File: src/rtl/deadline_timer_table_unit_macros.svh
// Assertion macros for the deadline timer table unit.
// Depends on nothing; each macro expects clk and rst_n in the enclosing scope.
`ifndef DEADLINE_TIMER_TABLE_UNIT_MACROS_SVH
`define DEADLINE_TIMER_TABLE_UNIT_MACROS_SVH

// Same-cycle implication, disabled during reset.
`define DTT_ASSERT_NOW(label, ante, cons) \
    label: assert property (@(posedge clk) disable iff (!rst_n) (ante) |-> (cons)) \
        else $error("deadline timer table check failed");

// Next-cycle implication, disabled during reset.
`define DTT_ASSERT_NEXT(label, ante, cons) \
    label: assert property (@(posedge clk) disable iff (!rst_n) (ante) |=> (cons)) \
        else $error("deadline timer table check failed");

`endif

File: src/rtl/dtt_pkg.sv
// Package for the deadline timer table unit: codes, sequencer types, constants.
// Depends on nothing.
package dtt_pkg;

    localparam logic [2:0] OP_ADD     = 3'd0;
    localparam logic [2:0] OP_CANCEL  = 3'd1;
    localparam logic [2:0] OP_REFRESH = 3'd2;
    localparam logic [2:0] OP_RESET   = 3'd3;
    localparam logic [2:0] OP_COLLECT = 3'd4;
    localparam logic [2:0] OP_QUERY   = 3'd5;

    localparam logic [2:0] STS_OK       = 3'd0;
    localparam logic [2:0] STS_INACTIVE = 3'd1;
    localparam logic [2:0] STS_FULL     = 3'd2;
    localparam logic [2:0] STS_EXPIRED  = 3'd3;
    localparam logic [2:0] STS_NONE     = 3'd4;

    localparam logic [31:0] WINDOW_RESET = 32'd3600000;
    localparam logic [63:0] WAIT_EMPTY   = 64'hFFFF_FFFF_FFFF_FFFF;

    typedef enum logic [2:0] {
        ST_IDLE,
        ST_SLOT,
        ST_RADD,
        ST_COLL,
        ST_SCAN,
        ST_QWAIT,
        ST_EMIT,
        ST_RESP
    } state_t;

    typedef enum logic [1:0] {
        SM_FRONT,
        SM_HIT,
        SM_MIN_VALID,
        SM_MIN_HIT
    } scan_mode_t;

endpackage

File: src/rtl/deadline_timer_table_unit.sv
// Deadline timer table: slot storage, one shared deadline comparator and its sequencer.
// Depends on dtt_pkg and deadline_timer_table_unit_macros.svh.
//
//   channel  | direction | signals
//   in       | input     | in_valid, in_ready, op, now_ms, timer_id, period_ms,
//            |           | recurring, start_now, callback_tag
//   out      | output    | out_valid, out_ready, status, timer_id_res, callback_tag_res,
//            |           | wait_ms, front_wake, last
//   cfg      | input     | cfg_valid, cfg_ready, cfg_data
//
// Add, query and reset may run a scan; cancel and refresh never do.
// A scan reads one slot per cycle through the slot memory read port.
// Collect runs one scan to mark expired slots and one scan per expired timer.
// Reset clears the valid bits, wake flag and previous time at once; no clearing pass.
// Output stalls hold the sequencer at the result stage; in_ready is high only when idle.
`include "deadline_timer_table_unit_macros.svh"

module deadline_timer_table_unit #(
    parameter int NUM_TIMERS = 16
) (
    input  logic        clk,
    input  logic        rst_n,
    input  logic        in_valid,
    output logic        in_ready,
    input  logic [2:0]  op,
    input  logic [63:0] now_ms,
    input  logic [3:0]  timer_id,
    input  logic [31:0] period_ms,
    input  logic        recurring,
    input  logic        start_now,
    input  logic [15:0] callback_tag,
    output logic        out_valid,
    input  logic        out_ready,
    output logic [2:0]  status,
    output logic [3:0]  timer_id_res,
    output logic [15:0] callback_tag_res,
    output logic [63:0] wait_ms,
    output logic        front_wake,
    output logic        last,
    input  logic        cfg_valid,
    output logic        cfg_ready,
    input  logic [31:0] cfg_data
);

    localparam int IW = (NUM_TIMERS > 1) ? $clog2(NUM_TIMERS) : 1;
    localparam int CW = $clog2(NUM_TIMERS + 1);
    localparam logic [CW-1:0] CNT_END = CW'(NUM_TIMERS);

    logic [63:0] mem_dl  [NUM_TIMERS];
    logic [31:0] mem_per [NUM_TIMERS];
    logic        mem_rec [NUM_TIMERS];
    logic [15:0] mem_tag [NUM_TIMERS];

    dtt_pkg::state_t     state_reg, state_next;
    dtt_pkg::scan_mode_t mode_reg, mode_next;

    logic [NUM_TIMERS-1:0] valid_reg, valid_next;
    logic [NUM_TIMERS-1:0] hit_reg, hit_next;
    logic        wake_reg, wake_next;
    logic [63:0] prev_reg, prev_next;
    logic [31:0] window_reg;
    logic        roll_reg, roll_next;

    logic [2:0]    op_reg, op_next;
    logic [63:0]   now_reg, now_next;
    logic [3:0]    id_reg, id_next;
    logic [31:0]   per_reg, per_next;
    logic          fnow_reg, fnow_next;
    logic [63:0]   start_reg, start_next;

    logic [CW-1:0] cnt_reg, cnt_next;
    logic          pv_reg, pv_next;
    logic [IW-1:0] pi_reg, pi_next;
    logic [63:0]   rd_dl_reg;
    logic [31:0]   rd_per_reg;
    logic          rd_rec_reg;
    logic [15:0]   rd_tag_reg;
    logic [IW-1:0] rd_addr;

    logic [IW-1:0] s_idx_reg, s_idx_next;
    logic [63:0]   s_dl_reg, s_dl_next;
    logic          found_reg, found_next;
    logic [IW-1:0] b_idx_reg, b_idx_next;
    logic [63:0]   b_dl_reg, b_dl_next;
    logic [31:0]   b_per_reg, b_per_next;
    logic          b_rec_reg, b_rec_next;
    logic [15:0]   b_tag_reg, b_tag_next;

    logic [2:0]  res_sts_reg, res_sts_next;
    logic [3:0]  res_id_reg, res_id_next;
    logic [15:0] res_tag_reg, res_tag_next;
    logic [63:0] res_wait_reg, res_wait_next;
    logic        res_front_reg, res_front_next;
    logic        res_last_reg, res_last_next;

    logic        ov_reg, ov_next;
    logic [2:0]  o_sts_reg, o_sts_next;
    logic [3:0]  o_id_reg, o_id_next;
    logic [15:0] o_tag_reg, o_tag_next;
    logic [63:0] o_wait_reg, o_wait_next;
    logic        o_front_reg, o_front_next;
    logic        o_last_reg, o_last_next;

    logic          we_dl, we_per, we_rt;
    logic [IW-1:0] wa;
    logic [63:0]   w_dl;
    logic [31:0]   w_per;
    logic          w_rec;
    logic [15:0]   w_tag;

    logic          accept, out_free, in_range, scan_done;
    logic          free_found;
    logic [IW-1:0] free_idx;
    logic [63:0]   ref_dl;
    logic          cmp_lt, cmp_eq, cand;
    logic [NUM_TIMERS-1:0] best_bit;

    assign accept    = in_valid && in_ready;
    assign out_free  = !ov_reg || out_ready;
    assign in_range  = 32'(timer_id) < NUM_TIMERS;
    assign scan_done = (cnt_reg == CNT_END) && !pv_reg;
    assign in_ready  = state_reg == dtt_pkg::ST_IDLE;
    assign cfg_ready = 1'b1;

    assign out_valid        = ov_reg;
    assign status           = o_sts_reg;
    assign timer_id_res     = o_id_reg;
    assign callback_tag_res = o_tag_reg;
    assign wait_ms          = o_wait_reg;
    assign front_wake       = o_front_reg;
    assign last             = o_last_reg;

    always_comb
    begin
        free_found = 1'b0;
        free_idx   = '0;
        for (int i = NUM_TIMERS - 1; i >= 0; i--)
        begin
            if (!valid_reg[i])
            begin
                free_found = 1'b1;
                free_idx   = IW'(i);
            end
        end
    end

    always_comb
    begin
        unique case (mode_reg)
            dtt_pkg::SM_FRONT: ref_dl = s_dl_reg;
            dtt_pkg::SM_HIT:   ref_dl = now_reg;
            default:           ref_dl = b_dl_reg;
        endcase
    end

    assign cmp_lt   = rd_dl_reg < ref_dl;
    assign cmp_eq   = rd_dl_reg == ref_dl;
    assign best_bit = NUM_TIMERS'(1) << b_idx_reg;

    always_comb
    begin
        unique case (mode_reg)
            dtt_pkg::SM_FRONT:
                cand = pv_reg && (pi_reg != s_idx_reg) && valid_reg[pi_reg]
                       && (cmp_lt || (cmp_eq && (pi_reg < s_idx_reg)));
            dtt_pkg::SM_HIT:
                cand = pv_reg && valid_reg[pi_reg] && (roll_reg || cmp_lt || cmp_eq);
            dtt_pkg::SM_MIN_VALID:
                cand = pv_reg && valid_reg[pi_reg] && (!found_reg || cmp_lt);
            default:
                cand = pv_reg && hit_reg[pi_reg] && (!found_reg || cmp_lt);
        endcase
    end

    always_comb
    begin
        if (state_reg == dtt_pkg::ST_SCAN)
            rd_addr = cnt_reg[IW-1:0];
        else
            rd_addr = IW'(timer_id);
    end

    always_comb
    begin
        state_next = state_reg;
        unique case (state_reg)
            dtt_pkg::ST_IDLE:
            begin
                if (accept)
                begin
                    unique case (op)
                        dtt_pkg::OP_ADD:
                            state_next = free_found ? dtt_pkg::ST_SCAN : dtt_pkg::ST_RESP;
                        dtt_pkg::OP_CANCEL, dtt_pkg::OP_REFRESH, dtt_pkg::OP_RESET:
                            state_next = in_range ? dtt_pkg::ST_SLOT : dtt_pkg::ST_RESP;
                        dtt_pkg::OP_COLLECT:
                            state_next = (|valid_reg) ? dtt_pkg::ST_COLL : dtt_pkg::ST_RESP;
                        dtt_pkg::OP_QUERY:
                            state_next = dtt_pkg::ST_SCAN;
                        default:
                            state_next = dtt_pkg::ST_IDLE;
                    endcase
                end
            end
            dtt_pkg::ST_SLOT:
            begin
                if (op_reg == dtt_pkg::OP_RESET && !(per_reg == rd_per_reg && !fnow_reg)
                    && valid_reg[id_reg[IW-1:0]])
                    state_next = dtt_pkg::ST_RADD;
                else
                    state_next = dtt_pkg::ST_RESP;
            end
            dtt_pkg::ST_RADD:  state_next = dtt_pkg::ST_SCAN;
            dtt_pkg::ST_COLL:  state_next = dtt_pkg::ST_SCAN;
            dtt_pkg::ST_SCAN:
            begin
                if (scan_done)
                begin
                    unique case (mode_reg)
                        dtt_pkg::SM_FRONT:     state_next = dtt_pkg::ST_RESP;
                        dtt_pkg::SM_HIT:
                            state_next = (|hit_reg) ? dtt_pkg::ST_SCAN : dtt_pkg::ST_RESP;
                        dtt_pkg::SM_MIN_VALID: state_next = dtt_pkg::ST_QWAIT;
                        default:               state_next = dtt_pkg::ST_EMIT;
                    endcase
                end
            end
            dtt_pkg::ST_QWAIT: state_next = dtt_pkg::ST_RESP;
            dtt_pkg::ST_EMIT:  state_next = dtt_pkg::ST_RESP;
            dtt_pkg::ST_RESP:
            begin
                if (out_free)
                begin
                    if (op_reg == dtt_pkg::OP_COLLECT && !res_last_reg)
                        state_next = dtt_pkg::ST_SCAN;
                    else
                        state_next = dtt_pkg::ST_IDLE;
                end
            end
            default: state_next = dtt_pkg::ST_IDLE;
        endcase
    end

    always_comb
    begin
        mode_next  = mode_reg;
        valid_next = valid_reg;
        hit_next   = hit_reg;
        wake_next  = wake_reg;
        prev_next  = prev_reg;
        roll_next  = roll_reg;
        op_next    = op_reg;
        now_next   = now_reg;
        id_next    = id_reg;
        per_next   = per_reg;
        fnow_next  = fnow_reg;
        start_next = start_reg;
        cnt_next   = cnt_reg;
        pv_next    = 1'b0;
        pi_next    = pi_reg;
        s_idx_next = s_idx_reg;
        s_dl_next  = s_dl_reg;
        found_next = found_reg;
        b_idx_next = b_idx_reg;
        b_dl_next  = b_dl_reg;
        b_per_next = b_per_reg;
        b_rec_next = b_rec_reg;
        b_tag_next = b_tag_reg;
        res_sts_next   = res_sts_reg;
        res_id_next    = res_id_reg;
        res_tag_next   = res_tag_reg;
        res_wait_next  = res_wait_reg;
        res_front_next = res_front_reg;
        res_last_next  = res_last_reg;
        ov_next      = ov_reg && !out_ready;
        o_sts_next   = o_sts_reg;
        o_id_next    = o_id_reg;
        o_tag_next   = o_tag_reg;
        o_wait_next  = o_wait_reg;
        o_front_next = o_front_reg;
        o_last_next  = o_last_reg;
        we_dl  = 1'b0;
        we_per = 1'b0;
        we_rt  = 1'b0;
        wa     = s_idx_reg;
        w_dl   = '0;
        w_per  = per_reg;
        w_rec  = recurring;
        w_tag  = callback_tag;

        unique case (state_reg)
            dtt_pkg::ST_IDLE:
            begin
                res_sts_next   = dtt_pkg::STS_OK;
                res_id_next    = timer_id;
                res_tag_next   = '0;
                res_wait_next  = '0;
                res_front_next = 1'b0;
                res_last_next  = 1'b1;
                cnt_next       = '0;
                found_next     = 1'b0;
                if (accept)
                begin
                    op_next   = op;
                    now_next  = now_ms;
                    id_next   = timer_id;
                    per_next  = period_ms;
                    fnow_next = start_now;
                    unique case (op)
                        dtt_pkg::OP_ADD:
                        begin
                            if (free_found)
                            begin
                                we_dl  = 1'b1;
                                we_per = 1'b1;
                                we_rt  = 1'b1;
                                wa     = free_idx;
                                w_dl   = now_ms + 64'(period_ms);
                                w_per  = period_ms;
                                valid_next[free_idx] = 1'b1;
                                s_idx_next  = free_idx;
                                s_dl_next   = w_dl;
                                mode_next   = dtt_pkg::SM_FRONT;
                                res_id_next = 4'(free_idx);
                            end
                            else
                            begin
                                res_sts_next = dtt_pkg::STS_FULL;
                                res_id_next  = '0;
                            end
                        end
                        dtt_pkg::OP_CANCEL, dtt_pkg::OP_REFRESH, dtt_pkg::OP_RESET:
                        begin
                            if (!in_range)
                                res_sts_next = dtt_pkg::STS_INACTIVE;
                        end
                        dtt_pkg::OP_COLLECT:
                        begin
                            res_sts_next = dtt_pkg::STS_NONE;
                            res_id_next  = '0;
                        end
                        dtt_pkg::OP_QUERY:
                        begin
                            wake_next   = 1'b0;
                            mode_next   = dtt_pkg::SM_MIN_VALID;
                            res_id_next = '0;
                        end
                        default:
                        begin
                            res_last_next = 1'b1;
                        end
                    endcase
                end
            end
            dtt_pkg::ST_SLOT:
            begin
                wa = id_reg[IW-1:0];
                s_idx_next = id_reg[IW-1:0];
                unique case (op_reg)
                    dtt_pkg::OP_CANCEL:
                    begin
                        if (!valid_reg[id_reg[IW-1:0]])
                            res_sts_next = dtt_pkg::STS_INACTIVE;
                        else
                            valid_next[id_reg[IW-1:0]] = 1'b0;
                    end
                    dtt_pkg::OP_REFRESH:
                    begin
                        if (!valid_reg[id_reg[IW-1:0]])
                            res_sts_next = dtt_pkg::STS_INACTIVE;
                        else
                        begin
                            we_dl = 1'b1;
                            w_dl  = now_reg + 64'(rd_per_reg);
                        end
                    end
                    default:
                    begin
                        if (per_reg == rd_per_reg && !fnow_reg)
                            res_sts_next = dtt_pkg::STS_OK;
                        else if (!valid_reg[id_reg[IW-1:0]])
                            res_sts_next = dtt_pkg::STS_INACTIVE;
                        else
                            start_next = fnow_reg ? now_reg : rd_dl_reg - 64'(rd_per_reg);
                    end
                endcase
            end
            dtt_pkg::ST_RADD:
            begin
                we_dl     = 1'b1;
                we_per    = 1'b1;
                w_dl      = start_reg + 64'(per_reg);
                s_dl_next = w_dl;
                mode_next = dtt_pkg::SM_FRONT;
            end
            dtt_pkg::ST_COLL:
            begin
                roll_next = (now_reg < prev_reg)
                            && ((prev_reg - now_reg) > 64'(window_reg));
                prev_next = now_reg;
                hit_next  = '0;
                mode_next = dtt_pkg::SM_HIT;
            end
            dtt_pkg::ST_SCAN:
            begin
                if (cnt_reg != CNT_END)
                begin
                    pv_next  = 1'b1;
                    pi_next  = cnt_reg[IW-1:0];
                    cnt_next = cnt_reg + CW'(1);
                end
                if (cand)
                begin
                    unique case (mode_reg)
                        dtt_pkg::SM_FRONT: found_next = 1'b1;
                        dtt_pkg::SM_HIT:   hit_next[pi_reg] = 1'b1;
                        default:
                        begin
                            found_next = 1'b1;
                            b_idx_next = pi_reg;
                            b_dl_next  = rd_dl_reg;
                            b_per_next = rd_per_reg;
                            b_rec_next = rd_rec_reg;
                            b_tag_next = rd_tag_reg;
                        end
                    endcase
                end
                if (scan_done)
                begin
                    cnt_next   = '0;
                    found_next = 1'b0;
                    unique case (mode_reg)
                        dtt_pkg::SM_FRONT:
                        begin
                            res_front_next = !found_reg && !wake_reg;
                            if (!found_reg)
                                wake_next = 1'b1;
                        end
                        dtt_pkg::SM_HIT:
                            mode_next = dtt_pkg::SM_MIN_HIT;
                        default:
                            found_next = found_reg;
                    endcase
                end
            end
            dtt_pkg::ST_QWAIT:
            begin
                if (!found_reg)
                    res_wait_next = dtt_pkg::WAIT_EMPTY;
                else if (now_reg >= b_dl_reg)
                    res_wait_next = '0;
                else
                    res_wait_next = b_dl_reg - now_reg;
            end
            dtt_pkg::ST_EMIT:
            begin
                res_sts_next  = dtt_pkg::STS_EXPIRED;
                res_id_next   = 4'(b_idx_reg);
                res_tag_next  = b_tag_reg;
                res_last_next = (hit_reg & ~best_bit) == '0;
                hit_next      = hit_reg & ~best_bit;
                wa            = b_idx_reg;
                if (b_rec_reg)
                begin
                    we_dl = 1'b1;
                    w_dl  = now_reg + 64'(b_per_reg);
                end
                else
                    valid_next[b_idx_reg] = 1'b0;
            end
            dtt_pkg::ST_RESP:
            begin
                cnt_next   = '0;
                found_next = 1'b0;
                if (out_free)
                begin
                    ov_next      = 1'b1;
                    o_sts_next   = res_sts_reg;
                    o_id_next    = res_id_reg;
                    o_tag_next   = res_tag_reg;
                    o_wait_next  = res_wait_reg;
                    o_front_next = res_front_reg;
                    o_last_next  = res_last_reg;
                end
            end
            default:
            begin
                pv_next = 1'b0;
            end
        endcase
    end

    always_ff @(posedge clk)
    begin
        if (we_dl)
            mem_dl[wa] <= w_dl;
        if (we_per)
            mem_per[wa] <= w_per;
        if (we_rt)
        begin
            mem_rec[wa] <= w_rec;
            mem_tag[wa] <= w_tag;
        end
        rd_dl_reg  <= mem_dl[rd_addr];
        rd_per_reg <= mem_per[rd_addr];
        rd_rec_reg <= mem_rec[rd_addr];
        rd_tag_reg <= mem_tag[rd_addr];
    end

    always_ff @(posedge clk or negedge rst_n)
    begin
        if (!rst_n)
        begin
            state_reg  <= dtt_pkg::ST_IDLE;
            mode_reg   <= dtt_pkg::SM_FRONT;
            valid_reg  <= '0;
            hit_reg    <= '0;
            wake_reg   <= 1'b0;
            prev_reg   <= '0;
            window_reg <= dtt_pkg::WINDOW_RESET;
            cnt_reg    <= '0;
            pv_reg     <= 1'b0;
            found_reg  <= 1'b0;
            ov_reg     <= 1'b0;
        end
        else
        begin
            state_reg <= state_next;
            mode_reg  <= mode_next;
            valid_reg <= valid_next;
            hit_reg   <= hit_next;
            wake_reg  <= wake_next;
            prev_reg  <= prev_next;
            if (cfg_valid && cfg_ready)
                window_reg <= cfg_data;
            cnt_reg   <= cnt_next;
            pv_reg    <= pv_next;
            found_reg <= found_next;
            ov_reg    <= ov_next;
        end
    end

    always_ff @(posedge clk)
    begin
        roll_reg       <= roll_next;
        op_reg         <= op_next;
        now_reg        <= now_next;
        id_reg         <= id_next;
        per_reg        <= per_next;
        fnow_reg       <= fnow_next;
        start_reg      <= start_next;
        pi_reg         <= pi_next;
        s_idx_reg      <= s_idx_next;
        s_dl_reg       <= s_dl_next;
        b_idx_reg      <= b_idx_next;
        b_dl_reg       <= b_dl_next;
        b_per_reg      <= b_per_next;
        b_rec_reg      <= b_rec_next;
        b_tag_reg      <= b_tag_next;
        res_sts_reg    <= res_sts_next;
        res_id_reg     <= res_id_next;
        res_tag_reg    <= res_tag_next;
        res_wait_reg   <= res_wait_next;
        res_front_reg  <= res_front_next;
        res_last_reg   <= res_last_next;
        o_sts_reg      <= o_sts_next;
        o_id_reg       <= o_id_next;
        o_tag_reg      <= o_tag_next;
        o_wait_reg     <= o_wait_next;
        o_front_reg    <= o_front_next;
        o_last_reg     <= o_last_next;
    end

    `DTT_ASSERT_NEXT(a_scan_drains, (state_reg == dtt_pkg::ST_SCAN) && (cnt_reg == CNT_END), !pv_reg)
    `DTT_ASSERT_NOW(a_emit_has_best, state_reg == dtt_pkg::ST_EMIT, found_reg)
    `DTT_ASSERT_NOW(a_last_expired_clears, (state_reg == dtt_pkg::ST_RESP) && out_free && (res_sts_reg == dtt_pkg::STS_EXPIRED) && res_last_reg, hit_reg == '0)
    `DTT_ASSERT_NEXT(a_front_sets_wake, (state_reg == dtt_pkg::ST_RESP) && out_free && res_front_reg, wake_reg)

endmodule

File: config.mk
export PLATFORM = sky130hd
export DESIGN_NAME = deadline_timer_table_unit
export DESIGN_NICKNAME = d
export VERILOG_FILES = /design/src/rtl/dtt_pkg.sv /design/src/rtl/deadline_timer_table_unit.sv
export VERILOG_INCLUDE_DIRS = /design/src /design/src/rtl
export SDC_FILE = /design/constraint.sdc
export NUM_CORES = 2
export LEC_CHECK = 0
export BUFFER_PORTS_ARGS = -buffer_cell sky130_fd_sc_hd__buf_2
export CAP_MARGIN = 20
export CORE_ASPECT_RATIO = 0.75
export CORE_UTILIZATION = 46
export CTS_CLUSTER_SIZE = 24
export DETAILED_ROUTE_END_ITERATION = 8
export MAX_ROUTING_LAYER = met4
export PLACE_DENSITY_LB_ADDON = 0.25
export SETUP_SLACK_MARGIN = 0.3
export SLEW_MARGIN = 20
export SYNTH_ARGS = -nofsm -noshare
export SYNTH_HDL_FRONTEND = slang
export SYNTH_SLANG_ARGS = --single-unit
export TNS_END_PERCENT = 20
File: constraint.sdc
create_clock -name clk -period 21.1 [get_ports clk]
set_input_delay 4.22 -clock clk [delete_from_list [all_inputs] [get_ports clk]]
set_output_delay 4.22 -clock clk [all_outputs]
set_load 0.02 [all_outputs]
* After elaboration in Yosys (flattened, before gate mapping) *
Memory sizes are Yosys's and may differ from the RTL's. A register that Yosys moved wholly into a read port is not among the register bits.
Index checks and enable logic that the tools add are counted.

word-level totals
  bits in registers = 678
  latch bits = 0
  memory bits (writable) = 1808
  bits in read-only memories = 0
  bits of input ports = 158
  output and inout bits = 92
  logic and storage cells = 337
  memories kept = 4

memories
  name     depth  width  rd ports  clocked after Yosys merged registers in  write ports  RTL line                         RTL
  mem_dl   16     64     1         1                                        1            deadline_timer_table_unit.sv:49  logic [63:0] mem_dl [NUM_TIMERS];
  mem_per  16     32     1         1                                        1            deadline_timer_table_unit.sv:50  logic [31:0] mem_per [NUM_TIMERS];
  mem_tag  16     16     1         1                                        1            deadline_timer_table_unit.sv:52  logic [15:0] mem_tag [NUM_TIMERS];
  mem_rec  16     1      1         1                                        1            deadline_timer_table_unit.sv:51  logic mem_rec [NUM_TIMERS];

operators by class
  $add $sub $neg = 8
  multipliers = 0
  divide/modulo/power cells = 0
  $lt $le $gt $ge = 13
  equal/unequal tests = 42
  shift operators = 1
  mux-type cells = 149
  bitwise gates (word level) = 11
  reduce and logical (&&, ||, !) cells = 71

operators by type and width
  cell                 count
  $mux W64             12
  $pmux W64 S2         3
  $add A64 B32 Y64     4
  $pmux W64 S4         1
  $lt A64 B64 Y1       2
  $mux W16             8
  $mux W32             4
  $sub A64 B64 Y64     2
  $pmux W16 S3         2
  $mux W4              22
  $eq A64 B64 Y1       1
  $ge A64 B64 Y1       1
  $gt A64 B32 Y1       1
  $sub A64 B32 Y64     1
  $mux W1              51
  $and A16 B16 Y16     3
  $not A16 Y16         3
  $eq A32 B32 Y1       1
  $or A16 B16 Y16      2
  $pmux W16 S2         1
  $reduce_or A16 Y1    2
  $mux W3              10
  $pmux W4 S2          3
  $logic_and A1 B1 Y1  22
  50 further kinds     133

* Depth between registers and ports, before layout *
  depth in word-level cells = 25
  gate-level depth with buffers = 23
  mapped depth without buffers = 23

* Least setup slack after synthesis *
Ideal clock, no wire load.

  path type = register to register
  from = register mode_reg[1]
  to = register b_dl_reg[0], enable pin
  setup time = 0.880 ns
  arrival = 14.603 ns
  required time = 20.220 ns
  slack = 5.617 ns
  cell stages (with the launch flop) = 19
  path buffers = 3
  clock period less this slack = 15.483 ns
  cell sequence = dfrtp_1 inv_1 ha_1 clkbuf_1 clkbuf_1 clkbuf_1 a22o_1 a21oi_1 ha_1 nand2_1 nor3_1 nand4_1 nor2_1 nand3_1 or4_1 a211oi_1 o21ai_0 o41a_1 nor4_1

between the ends
  word-level cells in the longest chain between the ends = 8
  elaborated cells on any way between the ends = 19
  classes of those cells = 1 x order compare; 3 x eq/ne; 2 x mux; 1 x bitwise; 12 x reduce/logical

RTL lines
  item                                                       RTL line                                                                                              RTL
  from (decl)                                                deadline_timer_table_unit.sv:55                                                                       dtt_pkg::scan_mode_t mode_reg, mode_next;
  from (signal assigned)                                     deadline_timer_table_unit.sv:515                                                                      mode_reg <= dtt_pkg::SM_FRONT;
  from (signal assigned)                                     deadline_timer_table_unit.sv:529                                                                      mode_reg <= mode_next;
  $eq A2 B1 Y1 or $logic_not A2 Y1 (tied branches)           deadline_timer_table_unit.sv:149, deadline_timer_table_unit.sv:162, deadline_timer_table_unit.sv:414
  $pmux W64 S2                                               deadline_timer_table_unit.sv:149                                                                      unique case (mode_reg)
  $lt A64 B64 Y1 or $eq A64 B64 Y1 (tied branches)           deadline_timer_table_unit.sv:156, deadline_timer_table_unit.sv:157
  $logic_or A1 B1 Y1 or $logic_and A1 B1 Y1 (tied branches)  deadline_timer_table_unit.sv:167, deadline_timer_table_unit.sv:165
  $logic_or A1 B1 Y1 (on tied branches)                      deadline_timer_table_unit.sv:167, deadline_timer_table_unit.sv:165
  $logic_and A1 B1 Y1 (on tied branches)                     deadline_timer_table_unit.sv:167, deadline_timer_table_unit.sv:165
  $pmux W1 S3                                                deadline_timer_table_unit.sv:162                                                                      unique case (mode_reg)
  $reduce_and A3 Y1 (no line) (*)                            --
  to (signal assigned)                                       deadline_timer_table_unit.sv:556                                                                      b_dl_reg <= b_dl_next;
  to (decl)                                                  deadline_timer_table_unit.sv:84                                                                       logic [63:0] b_dl_reg, b_dl_next;

Every way passes the cells marked *; elsewhere a longest branch is shown, timed or not.
A chain may end at the register's enable or synchronous reset.

* Worst setup path after layout *
  from = input now_ms[0]
  to = memory mem_dl[4][59] (data pin)

between the ends
  word-level cells in the longest chain between the ends = 5

RTL lines
  item              RTL line                          RTL
  from (decl)       deadline_timer_table_unit.sv:26   input logic [63:0] now_ms,
  $add A64 B32 Y64  deadline_timer_table_unit.sv:318  w_dl = now_ms + 64'(period_ms);
  $mux W64          deadline_timer_table_unit.sv:312  if (free_found)
  $mux W64          deadline_timer_table_unit.sv:309  unique case (op)
  $mux W64          deadline_timer_table_unit.sv:302  if (accept)
  $pmux W64 S4      deadline_timer_table_unit.sv:291  unique case (state_reg)
  net w_dl[59]      deadline_timer_table_unit.sv:106  logic [63:0] w_dl;
  to (decl)         deadline_timer_table_unit.sv:49

The timed path passes the listed nets, and every way through them passes these cells.

==> impl_results.md <==
- Synthesized flop and latch total: 2599
- Mean number of vias per cell: 6.192
- Clock buffer depth: 4
- Critical path, cell by cell: buf_2 > ha_1 > a21o_1 > a21oi_1 > nor2b_1 > o31a_1 > a31oi_1 > o21bai_1 > a21oi_1 > nor2_2 > nand3_1 > xor2_1 > o32a_1 > o211ai_1 > buf_4
- Setup repair after global routing missed its margin: no
- Post-route minimum period: 8.842 ns
- Biggest regs: mem_dl (1024), mem_per (512), mem_tag (256)
- First-pass GRT wire length: ~580000 um
- Final Hold Fails: 0
- Core Area: 263100 sq um
- Buf+Inv Stages, Crit Path: 2
- Primary FF master, synth: edfxtp_1
- CP top delay family: compound AO/OA/AOI/OAI gates
- Starting Density: 0.4630
- Register area share after synthesis: 0.6256
- Final Net Count: 11.34k
- Remaining antenna violation count: 0
- Port Buffers: approximately 250
- Final core occ: 0.5175
- Maximum net fanout on the critical path: 13
- Synthesized area: around 120000 sq um
- Fin crit share: 0.4191
- Placed Cells: 13.97k
- Biggest register: mem_dl
- Pre-antenna DRT Iters: 6
- Clock skew: around 0.080 ns
- Die Span X: about 600 um
- Async S/R FF share, synth: 0.05464
- Synth area leaders: edfxtp_1, nand2_1, ha_1
- Peak supply drop: around 0.00012 V
- Most frequent cells in the layout: nand2_1, edfxtp_1, a21oi_1
- Slowest cell on crit path: a21oi_1
- DR iter-0 viols: 11.49k
- Clk_lat worst skew: slightly above 0.9 ns
- Syn nets: between 10k and 15k
- Wire per inst: between 20 and 30 um
- Final GP Congestion: 1.007
- Final std cells w/o fill: around 14k
- Cell Pwr Density: 134.7 nW/um^2
- Crit. End Element: flip-flop
- Die area: between 200000 and 300000 sq um
- CP Class: in -> reg
- CP most frequent cell: a21oi_1
- Layout fillers: between 20k and 25k
- Synthesized area per cell: ~11 sq um
- Clock slew seen by the registers of the worst setup and hold paths: roughly 0.06 ns
- Ys Warns: 0
- Share of the synthesized area in the top cell type: 0.5778
- Post-CTS setup buffers: 0
- Commonest non-fill, non-tap cell in the layout: nand2_1
- Post-Syn Instances: between 10k and 15k
- CTS Sinks: 2599
- Leakage power: 0.05041 uW
- Antenna violations before repair: 23
- Status: complete, no violations
- Worst endpoint required time: about 22 ns
- Fraction of layout cells with a size suffix above 1: 0.09189
- Max-cap violations: 0
- Total wire length: roughly 400000 um
- Pins Over Slew Limit: 0
- Growth of design area from synthesis to finish: 11.77%
- Fmax: 113.1 MHz
- Fin Setup TNS: 0 ns
- Startpoint types: primary input
- Row cnt: roughly 160
- DR vias: 89.60k
- Hpwl dp: between 200000 and 300000 um
- Largest stage delay on the critical path: ~0.86 ns
- Max reg flops: a little over 1k
- Actual slew at the worst max-slew pin: approximately 1.3 ns
- Yosys top cell by area: edfxtp_1
- CTS Hold Bufs: 0
- CTS tree: built
- Root Driver: clkbuf_16
- Crit path DAT: between 9 and 10 ns
- Setup-failing EPs final: 0
- Gr usage total: 0.3015
- Post-synth EDFFs: between 2k and 2.5k
- Total CTS buffers: approximately 270
- Drt drc: 0
- Ports: 250
- Distinct cells, synth: approximately 110
- Post-cts gate resize count: 0
- Max transition margin: 0.1308
- CTS H-Tree Depth: 5
- GR Overflow Total: 0
- DIE HEIGHT: 447.7 um
- Pin count of the biggest net entering global routing: 187
- Vias in the first global route: ~84k
- Worst hold path class: reg -> reg
-- per-stage QoR --
step                worst slack [ns]  hold WS, ns  total power, uW  area, sq um
global placement               11.44       0.3902            13330       127100
floorplan                      5.617       0.3855            11110       121800
CTS                            12.27       0.4042            18280       136000
detailed placement             11.38       0.3895            13430       127200
global route                   12.14       0.4199            19160       136100
finish                         12.26       0.3995            18340       136200
-- metal layers --
| layer | part of all wire | GRT usage | wire length [um] | vias to the layer above |
|---|---|---|---|---|
| met2 | 0.44 | 0.4370 | 174300 | 4699 |
| met3 | 0.096 | 0.05181 | 38450 | 709 |
| met4 | 0.035 | 0.09577 | 13950 | 0 |
| met5 | 0 | - | 0 | - |
| li1 | - | - | - | 39750 |
| met1 | 0.43 | 0.4318 | 173200 | 44440 |
-- cell usage after synthesis (56+ instances only) --
cell,n
a21o_1,219
a21oi_1,617
a22o_1,66
a311oi_1,347
a31oi_1,162
and3_1,274
clkbuf_1,554
dfrtp_1,131
dfxtp_1,113
edfxtp_1,2344
ha_1,394
inv_1,234
nand2_1,2471
nand3_1,588
nand4_1,102
nor2_1,309
nor2b_1,57
nor3_1,81
o21ai_0,416
o21bai_1,56
xnor2_1,216
xor2_1,154
-- power by group --
group | internal (uW) | leakage, uW | switching [uW]
clock | 2800 | 0.00430 | 2060
sequential | 6560 | 0.0244 | 533
combinational | 2030 | 0.0217 | 4370
-- area by class of cell --
class,count,area (sq um),area share
clock inverter,127,1386,0.01018
inverter,237,893.4,0.006561
timing repair buffer,441,2867,0.02105
antenna,14,35.03,0.0002573
multi-input combinational,7229,43010,0.3159
sequential,2599,76220,0.5598
clock buffer,358,7417,0.05447
tap,3465,4335,0.03184
-- logic make-up after synthesis --
group           synth area share
mux                     0.005782
flops                     0.6256
other cells           0.00003078
xor+xnor                 0.02660
buf+inv                  0.02652
compound gates            0.1244
fa+ha+maj                0.04162
simple gates              0.1494
-- final timing paths --
| check | startpoint | to | slack, ns | depth (start not counted) |
|---|---|---|---|---|
| setup / recovery | now_ms[0] | mem_dl[4][59]$_DFFE_PP_ | 12.26 | 15 |
| hold / removal | rd_tag_reg[14]$_DFF_P_ | b_tag_reg[14]$_DFFE_PP_ | 0.40 | 0 |
| setup reg to reg | mode_reg[0]$_DFFE_PN0P_ | b_dl_reg[0]$_DFFE_PP_ | 12.57 | 20 |
| hold reg to reg | rd_tag_reg[14]$_DFF_P_ | b_tag_reg[14]$_DFFE_PP_ | 0.40 | 0 |
| max in group asynchronous | rst_n | window_reg[13]$_DFFE_PN1P_ | 16.39 | 3 |
| min in group asynchronous | rst_n | pv_reg$_DFF_PN0_ | 3.42 | 1 |
No activity file was read; power rests on OpenSTA's default activity.
